==> config.mk <==
export PLATFORM = sky130hd
export DESIGN_NAME = disk_flux_transition_encoder
export DESIGN_NICKNAME = d
export VERILOG_FILES = /design/src/sv/dfte_pkg.sv /design/src/sv/disk_flux_transition_encoder.sv
export SDC_FILE = /design/constraint.sdc
export NUM_CORES = 1
export LEC_CHECK = 0
export BUFFER_PORTS_ARGS = -buffer_cell sky130_fd_sc_hd__buf_2
export CAP_MARGIN = 20
export CORE_MARGIN = 5
export CORE_UTILIZATION = 40
export CTS_CLUSTER_SIZE = 25
export DETAILED_ROUTE_END_ITERATION = 8
export PLACE_DENSITY = 0.55
export SLEW_MARGIN = 20
export SYNTH_ARGS = -nofsm -noshare
export SYNTH_HDL_FRONTEND = slang
export SYNTH_SLANG_ARGS = --single-unit
==> constraint.sdc <==
create_clock -name i_clk -period 6.15 [get_ports i_clk]
set_clock_uncertainty 0.15 [all_clocks]
set_input_delay 0.3075 -clock i_clk [delete_from_list [all_inputs] [get_ports i_clk]]
set_output_delay 0.3075 -clock i_clk [all_outputs]
set_load 0.01 [all_outputs]
==> src/sv/dfte_pkg.sv <==
// ============================================================================
// dfte_pkg
// Shared types, codes and helpers for the disk flux transition encoder.
// ============================================================================
package dfte_pkg;

    // Default width of the running time counter
    localparam int TIME_BITS_DEF = 32;

    // Field widths
    localparam int REQ_W   = 3;
    localparam int BYTE_W  = 8;
    localparam int COUNT_W = 4;
    localparam int CELL_W  = 16;
    localparam int FLUX_W  = 32;
    localparam int SHIFT_W = 24;
    localparam int CFG_W   = 16;

    typedef logic [REQ_W-1:0] t_req;

    // Request kinds
    localparam t_req REQ_FM   = 3'd0;
    localparam t_req REQ_MFM  = 3'd1;
    localparam t_req REQ_GCR  = 3'd2;
    localparam t_req REQ_SYNC = 3'd3;
    localparam t_req REQ_WEAK = 3'd4;

    // Configuration register indexes
    localparam logic CFG_BIT_CELL = 1'b0;
    localparam logic CFG_PRECOMP  = 1'b1;

    // Reset value of the bit cell length
    localparam logic [CFG_W-1:0] BIT_CELL_RST = 16'd640;

    // MFM cell shifter taps: cell leaving the window and its two-away neighbours
    localparam int CELL_OUT_BIT  = 15;
    localparam int ADJ_PRIOR_BIT = 17;
    localparam int ADJ_NEXT_BIT  = 13;

    // Cell counts per request kind
    localparam logic [4:0] CELLS_GCR  = 5'd8;
    localparam logic [4:0] CELLS_SYNC = 5'd10;
    localparam logic [4:0] CELLS_WEAK = 5'd11;

    // Spread eight bits onto the even positions of a 16-bit word
    function automatic logic [CELL_W-1:0] spread8(input logic [BYTE_W-1:0] v);
        logic [CELL_W-1:0] r;
        r = '0;
        for (int k = 0; k < BYTE_W; k++) begin
            r[2*k] = v[k];
        end
        return r;
    endfunction

endpackage

==> src/sv/disk_flux_transition_encoder.sv <==
// ============================================================================
// disk_flux_transition_encoder
// Turns FM, MFM, GCR, sync and weak disk bytes into flux transition times.
// ============================================================================
//
// Channel   Dir  Handshake                       Payload
// --------  ---  ------------------------------  ---------------------------------
// s_axis    in   s_axis_tvalid / s_axis_tready   tuser: req_type; tdata: clock
//                                                pattern, data byte, bit count
// m_axis    out  m_axis_tvalid / m_axis_tready   tdata: flux_time; tlast: last
// cfg       in   i_cfg_valid / o_cfg_ready       i_cfg_index, i_cfg_data
//
// Steps: the item is taken, then each bit cell is stepped in turn (2 x bit_count
// for FM and MFM, 8 for GCR, 10 for sync, 11 for weak), with an extra step for
// each precompensated MFM transition that is not early, and the item closes with
// the end of count and then the hand-over of the final transition.
// The single time adder advances the time once per cell.
// Reset (synchronous, active low) clears time, cell history, sequencer and
// output; the cell length returns to 640 ticks and precompensation to off.
// A stall on m_axis holds the sequencer only when a further transition, or the
// final one, has to leave; the output register lets the sequencer run on.

module disk_flux_transition_encoder #(
    parameter int TIME_BITS = dfte_pkg::TIME_BITS_DEF
) (
    input  logic        i_clk,
    input  logic        i_rst_n,
    // tuser: [2:0] req_type
    input  logic [2:0]  s_axis_tuser,
    // tdata: [7:0] clock_pattern, [15:8] data_byte, [19:16] bit_count, [23:20] zero
    input  logic [23:0] s_axis_tdata,
    input  logic        s_axis_tvalid,
    output logic        s_axis_tready,
    // tdata: [31:0] flux_time
    output logic [31:0] m_axis_tdata,
    output logic        m_axis_tlast,
    output logic        m_axis_tvalid,
    input  logic        m_axis_tready,
    input  logic        i_cfg_valid,
    output logic        o_cfg_ready,
    input  logic        i_cfg_index,
    input  logic [15:0] i_cfg_data
);

    // Sequencer states
    localparam logic [1:0] ST_IDLE  = 2'd0;
    localparam logic [1:0] ST_RUN   = 2'd1;
    localparam logic [1:0] ST_FLUSH = 2'd2;

    localparam int ADD_W = 17;  // widest advance: 1.5 cells of a 16-bit cell

    // Configuration
    logic [15:0] r_bct;
    logic        r_precomp;

    // Datapath state
    logic [TIME_BITS-1:0]         r_time;
    logic [dfte_pkg::SHIFT_W-1:0] r_sh;     // MFM cell history, kept across items
    logic [dfte_pkg::CELL_W-1:0]  r_pat;    // cell pattern for FM, GCR, sync, weak
    logic [4:0]                   r_cnt;    // cells still to go
    dfte_pkg::t_req               r_mode;
    logic                         r_ofs;    // precomp: offset emitted, advance next
    logic [1:0]                   r_state;

    // Pending transition: held back until we know whether it is the last one
    logic                         r_pend_v;
    logic [dfte_pkg::FLUX_W-1:0]  r_pend_time;

    // Output register
    logic                         r_out_v;
    logic [dfte_pkg::FLUX_W-1:0]  r_out_time;
    logic                         r_out_last;

    // Input fields
    dfte_pkg::t_req              in_req;
    logic [dfte_pkg::BYTE_W-1:0] in_clk;
    logic [dfte_pkg::BYTE_W-1:0] in_dat;
    logic [dfte_pkg::COUNT_W-1:0] in_bits;
    logic [3:0]                  bits_sat;

    assign in_req  = s_axis_tuser;
    assign in_clk  = s_axis_tdata[7:0];
    assign in_dat  = s_axis_tdata[15:8];
    assign in_bits = s_axis_tdata[19:16];
    assign bits_sat = (in_bits > 4'd8) ? 4'd8 : in_bits;

    // MFM load: new data cells under the kept history, clocks where no neighbour
    logic [dfte_pkg::SHIFT_W-1:0] mfm_s0;
    logic [dfte_pkg::SHIFT_W-1:0] mfm_nb;
    logic [dfte_pkg::CELL_W-1:0]  mfm_clk;
    logic [dfte_pkg::SHIFT_W-1:0] mfm_cm;
    logic [dfte_pkg::SHIFT_W-1:0] mfm_s;

    always_comb begin
        mfm_s0  = {r_sh[23:16], dfte_pkg::spread8(in_dat)};
        mfm_nb  = {mfm_s0[22:0], 1'b0} | {1'b0, mfm_s0[23:1]};
        mfm_clk = dfte_pkg::spread8(in_clk);
        mfm_cm  = {8'd0, mfm_clk[14:0], 1'b0};
        mfm_s   = mfm_s0 | (~mfm_nb & mfm_cm);
    end

    // FM pattern: clock and data bits interleaved, clock first
    logic [dfte_pkg::CELL_W-1:0] fm_pat;
    always_comb begin
        fm_pat = '0;
        for (int k = 0; k < dfte_pkg::BYTE_W; k++) begin
            fm_pat[2*k+1] = in_clk[k];
            fm_pat[2*k]   = in_dat[k];
        end
    end

    // Weak spacing: floor and ceiling of 1.5 cells
    logic [ADD_W:0]   bct3;
    logic [ADD_W-1:0] weak_lo;
    logic [ADD_W-1:0] weak_hi;
    assign bct3    = {2'b00, r_bct} + {1'b0, r_bct, 1'b0};
    assign weak_lo = bct3[ADD_W:1];
    assign weak_hi = bct3[ADD_W:1] + {16'd0, bct3[0]};

    // Current cell and precompensation decision
    logic       cur_bit;
    logic [1:0] adj;
    logic       want_off;
    logic       emit;
    assign cur_bit = (r_mode == dfte_pkg::REQ_MFM) ? r_sh[dfte_pkg::CELL_OUT_BIT]
                                                   : r_pat[dfte_pkg::CELL_W-1];
    assign adj = {r_sh[dfte_pkg::ADJ_PRIOR_BIT], r_sh[dfte_pkg::ADJ_NEXT_BIT]};
    assign want_off = (r_mode == dfte_pkg::REQ_MFM) && cur_bit && r_precomp
                      && (adj != 2'b10) && !r_ofs;
    assign emit = cur_bit && !r_ofs;

    // Shared time adder: transition offset or cell advance
    logic [ADD_W-1:0]     addend;
    logic [TIME_BITS-1:0] sum;
    logic [TIME_BITS-1:0] emit_val;

    always_comb begin
        if (want_off) begin
            addend = (adj == 2'b01) ? {4'd0, r_bct[15:3]} : {5'd0, r_bct[15:4]};
        end else if (r_mode == dfte_pkg::REQ_WEAK) begin
            if (r_cnt == 5'd1) begin
                addend = {1'b0, r_bct};
            end else begin
                addend = r_cnt[0] ? weak_lo : weak_hi;
            end
        end else begin
            addend = {1'b0, r_bct};
        end
        sum      = r_time + TIME_BITS'(addend);
        emit_val = want_off ? sum : r_time;
    end

    logic out_free;
    assign out_free = !r_out_v || m_axis_tready;

    logic stall;
    assign stall = emit && r_pend_v && !out_free;

    // Next-state values
    logic [1:0]                   n_state;
    logic [TIME_BITS-1:0]         n_time;
    logic [dfte_pkg::SHIFT_W-1:0] n_sh;
    logic [dfte_pkg::CELL_W-1:0]  n_pat;
    logic [4:0]                   n_cnt;
    dfte_pkg::t_req               n_mode;
    logic                         n_ofs;
    logic                         n_pend_v;
    logic [dfte_pkg::FLUX_W-1:0]  n_pend_time;
    logic                         n_push;
    logic                         n_push_last;

    always_comb begin
        n_state     = r_state;
        n_time      = r_time;
        n_sh        = r_sh;
        n_pat       = r_pat;
        n_cnt       = r_cnt;
        n_mode      = r_mode;
        n_ofs       = r_ofs;
        n_pend_v    = r_pend_v;
        n_pend_time = r_pend_time;
        n_push      = 1'b0;
        n_push_last = 1'b0;

        unique case (r_state)
            ST_IDLE: begin
                if (s_axis_tvalid) begin
                    n_mode = in_req;
                    n_ofs  = 1'b0;
                    n_state = ST_RUN;
                    case (in_req)
                        dfte_pkg::REQ_FM: begin
                            n_pat = fm_pat;
                            n_cnt = {bits_sat, 1'b0};
                        end
                        dfte_pkg::REQ_MFM: begin
                            n_sh  = mfm_s;
                            n_cnt = {bits_sat, 1'b0};
                        end
                        dfte_pkg::REQ_GCR: begin
                            n_pat = {in_dat, 8'd0};
                            n_cnt = dfte_pkg::CELLS_GCR;
                        end
                        dfte_pkg::REQ_SYNC: begin
                            n_pat = {8'hFF, 8'd0};
                            n_cnt = dfte_pkg::CELLS_SYNC;
                        end
                        dfte_pkg::REQ_WEAK: begin
                            // ten transitions, then a silent closing cell
                            n_pat = {{10{1'b1}}, 6'd0};
                            n_cnt = dfte_pkg::CELLS_WEAK;
                        end
                        default: begin
                            // unknown kinds are dropped without effect
                            n_state = ST_IDLE;
                        end
                    endcase
                end
            end
            ST_RUN: begin
                if (r_cnt == 5'd0) begin
                    n_state = ST_FLUSH;
                end else if (!stall) begin
                    if (emit) begin
                        n_pend_v    = 1'b1;
                        n_pend_time = dfte_pkg::FLUX_W'(emit_val);
                        n_push      = r_pend_v;
                    end
                    if (want_off) begin
                        n_ofs = 1'b1;
                    end else begin
                        n_ofs  = 1'b0;
                        n_time = sum;
                        n_cnt  = r_cnt - 5'd1;
                        if (r_mode == dfte_pkg::REQ_MFM) begin
                            n_sh = {r_sh[dfte_pkg::SHIFT_W-2:0], 1'b0};
                        end else begin
                            n_pat = {r_pat[dfte_pkg::CELL_W-2:0], 1'b0};
                        end
                    end
                end
            end
            ST_FLUSH: begin
                if (!r_pend_v) begin
                    n_state = ST_IDLE;
                end else if (out_free) begin
                    n_push      = 1'b1;
                    n_push_last = 1'b1;
                    n_pend_v    = 1'b0;
                    n_state     = ST_IDLE;
                end
            end
            default: begin
                n_state = ST_IDLE;
            end
        endcase
    end

    always_ff @(posedge i_clk) begin
        if (!i_rst_n) begin
            r_state   <= ST_IDLE;
            r_time    <= '0;
            r_sh      <= '0;
            r_cnt     <= '0;
            r_ofs     <= 1'b0;
            r_pend_v  <= 1'b0;
            r_out_v   <= 1'b0;
            r_bct     <= dfte_pkg::BIT_CELL_RST;
            r_precomp <= 1'b0;
        end else begin
            r_state  <= n_state;
            r_time   <= n_time;
            r_sh     <= n_sh;
            r_cnt    <= n_cnt;
            r_ofs    <= n_ofs;
            r_pend_v <= n_pend_v;
            if (n_push) begin
                r_out_v <= 1'b1;
            end else if (m_axis_tready) begin
                r_out_v <= 1'b0;
            end
            if (i_cfg_valid) begin
                unique case (i_cfg_index)
                    dfte_pkg::CFG_BIT_CELL: r_bct     <= i_cfg_data;
                    dfte_pkg::CFG_PRECOMP:  r_precomp <= i_cfg_data[0];
                    default:                r_bct     <= r_bct;
                endcase
            end
        end
    end

    // Payload registers
    always_ff @(posedge i_clk) begin
        r_pat       <= n_pat;
        r_mode      <= n_mode;
        r_pend_time <= n_pend_time;
        if (n_push) begin
            r_out_time <= r_pend_time;
            r_out_last <= n_push_last;
        end
    end

    assign s_axis_tready = (r_state == ST_IDLE);
    assign o_cfg_ready   = 1'b1;
    assign m_axis_tvalid = r_out_v;
    assign m_axis_tdata  = r_out_time;
    assign m_axis_tlast  = r_out_last;

endmodule

==> summary.md <==
| Metric | Value |
|---|---|
| Outcome | complete, no violations |
| RSZ-0062 raised after global routing | false |
| Ys Warns | 0 |
| Mean Syn Cell Area | 9.34 sq um |
| Setup Fix Bufs, Post-CTS | 0 |
| Crit start category | flip-flop |
| Ys async rst share | 0 |
| Worst path slowest cell | nor4b_1 |
| H-tree depth | 4 |
| Final GP Congestion | 0.813 |
| Sequential share of the synthesized area | 0.437 |
| WP buf/inv | 1 |
| Seq cells post-synth | 161 |
| Core Footprint | 0.0228 sq mm |
| TritonCTS buffer count | 17 |
| Antenna diodes | 0 |
| Die area | 0.0264 sq mm |
| Setup slack after layout | 833 ps |
| NumNets Final | 1159 |
| Largest net degree at the start of global routing | 81 |
| Syn Inst Count | 995 |
| Sink Count | 161 |
| First DRT Iteration DRCs | 394 |
| DR vias/cell | 5.16 |
| Ys flop type | edfxtp_1 |
| Chip width | 162 microns |
| Resize count post-CTS | 0 |
| Hold bufs inserted after CTS | 16 |
| Reg power frac | 0.440 |
| Max Cap Viol | 0 |
| Slew headroom | 0.433 |
| Post-DP HPWL | 13900 microns |
| Layout Area Growth over Synthesis | 15.7% |
| Row cnt | 55 |
| Worst slack, placed | 779 ps |
| Lkg Pwr | 0.00439 uW |
| Number of global-route vias before repair | 6787 |
| Hold Path Class | in -> reg |
| Skew-Pair Late Insertion Delay | 420 ps |
| Port-buffer cells | 79 |
| CP Class | reg -> reg |
| Post-DRT Antenna Nets | 0 |
| CP cell instances | ha_1 > inv_1 > fa_1 > xor2_1 > nor4b_1 > and3_1 > nand3_1 > nor2_1 > xnor2_1 > a221oi_1 > ha_1 > a21o_1 > a21o_1 > a21oi_1 > o21ai_0 > o31ai_1 > nand2_1 > a21oi_1 > xor2_1 > o21ai_0 |
| DR WL/cell | 14.4 microns |
| CP max stage delay | 460 ps |
| CTS root buffer | clkbuf_16 |
| Worst EP arrival | 5330 ps |
| CTS Buffer Depth | 2 |
| Pins Over Slew Limit | 0 |
| Syn_nets | 1086 |
| Minimum clock period | 5320 ps |
| Setup-failing EPs final | 0 |
| First-pass GRT wire length | 34000 microns |
| IO Count | 85 |
| Share of total power in the clock network | 0.405 |
| Post-synth EDFFs | 84 |
| FMAX | 188 MHz |
| Grt ovf | 0 |
| Clock transition at path regs | 70 ps |
| Starting density of the core | 0.408 |
| Crit end category | flip-flop |
| Worst EP required | 6160 ps |
| Internal power | 2020 uW |
| Crit-path max FO | 5 |
| DR DRC count | 0 |
| Antenna violations before repair | 0 |
| Top delay family on crit path | compound AO/OA/AOI/OAI gates |
| DRT Wirelength | 20100 microns |
| Endpoints failing hold | 0 |
| Psw | 769 uW |
| Share of post-route cells with drive strength above 1 | 0.135 |
| Netlist cell types | 73 |
| Worst vdd ir | 0.000220 V |
| Setup TNS | 0 ps |
| Sw Share | 0.275 |
| Total GRT Usage | 0.155 |
| Mapped Area | 0.00930 sq mm |
| Tcrit/Tclk final | 0.865 |
| Worst-Margin Slew | 844 ps |
| Die height | 162 microns |
| Pwr Density | 259 mW/mm^2 |
| TritonRoute pass-1 iters | 4 |
| Via count | 7199 |
| Gate power share | 0.155 |
| CTS tree | done |
-- worst min-delay path, cell delays in order --
cell      delay, ps
buf_2            90
nand2_1          60
a21boi_0         70
-- cells in the final DEF, fill, tap and decap left out, drive strengths merged, types with 18 or more instances in the layout --
| master | Yosys | layout |
|---|---|---|
| a21oi | 52 | 52 |
| edfxtp | 84 | 84 |
| nand3 | 36 | 36 |
| nand2 | 169 | 169 |
| a21o | 20 | 20 |
| o21ai | 45 | 45 |
| mux2i | 20 | 20 |
| buf | 10 | 90 |
| a221oi | 18 | 18 |
| and2 | 29 | 29 |
| ha | 40 | 40 |
| dfxtp | 77 | 77 |
| nor2 | 51 | 51 |
| a21boi | 34 | 34 |
| xnor2 | 47 | 47 |
| inv | 29 | 36 |
-- power by group through the flow --
| stage | registers (uW) | logic [uW] | clock network (uW) |
|---|---|---|---|
| floorplan | 1240 | 329 | 0 |
| global placement | 1250 | 422 | 0 |
| detailed placement | 1250 | 426 | 0 |
| CTS | 1230 | 435 | 1160 |
| global route | 1240 | 488 | 1200 |
| finish | 1230 | 432 | 1130 |
-- through the flow --
stage | total power [uW] | instances | hold slack (ps) | cell area [sq um] | utilization
CTS | 2820 | 1394 | 5.02 | 10800 | 0.472
global route | 2930 | 1394 | 11.6 | 10800 | 0.472
detailed placement | 1680 | 1346 | 255 | 9980 | 0.438
finish | 2790 | 1394 | 11.5 | 10800 | 0.472
floorplan | 1570 | 995 | 250 | 9300 | -
global placement | 1670 | 1346 | 252 | 9980 | 0.438
-- worst paths after layout --
check                       start  slack (ps)                to  depth (start not counted)
setup / recovery         r_bct[0]         830   r_pend_time[15]                         20
hold / removal      i_cfg_data[2]          10          r_bct[2]                          3
setup reg to reg         r_bct[0]         830   r_pend_time[15]                         20
hold reg to reg   r_pend_time[31]         270  m_axis_tdata[31]                          0
-- cell type report --
type	count	area, sq um
clock buffer	17	425
clock inverter	15	198
fill	2183	12000
inverter	29	109
multi-input combinational	753	4940
sequential	161	4060
tap	313	392
timing repair buffer	106	638
-- logic make-up after synthesis --
| group | share of synthesized area |
|---|---|
| adders and majority gates | 0.0581 |
| AOI/OAI and AO/OA | 0.187 |
| DFF | 0.437 |
| and+or+nand+nor | 0.200 |
| other | 0.000403 |
| buffers and inverters | 0.0338 |
| muxes | 0.0215 |
| xor gates and xnor gates | 0.0623 |
-- per-layer routing --
layer | vias to the layer above | global-route usage | part of all wire
li1 | 3736 | - | -
met3 | 13 | 0.0253 | 0.031
met5 | - | 0 | 0
met2 | 110 | 0.245 | 0.44
met1 | 3340 | 0.223 | 0.52
met4 | 0 | 0.0373 | 0.010
-- Yosys cell counts, drive strengths merged, types with 34 or more instances --
master    n  area (sq um)
a21boi   34           255
edfxtp   84          2520
ha       40           500
nand3    36           180
a21oi    52           260
nand2   169           634
xnor2    47           430
nor2     51           191
clkbuf   42           158
dfxtp    77          1540
o21ai    45           225
-- registers in the layout, indices dropped and copies added, names as in the netlist --
register / flops
r_state: 2
r_pend_v: 1
r_cnt: 5
r_bct: 16
r_time: 32
r_sh: 18
r_ofs: 1
m_axis_tvalid: 1
r_pend_time: 32
m_axis_tlast: 1
r_precomp: 1
r_mode: 3
m_axis_tdata: 32
r_pat: 16
No activity file was read; power rests on OpenSTA's default activity.
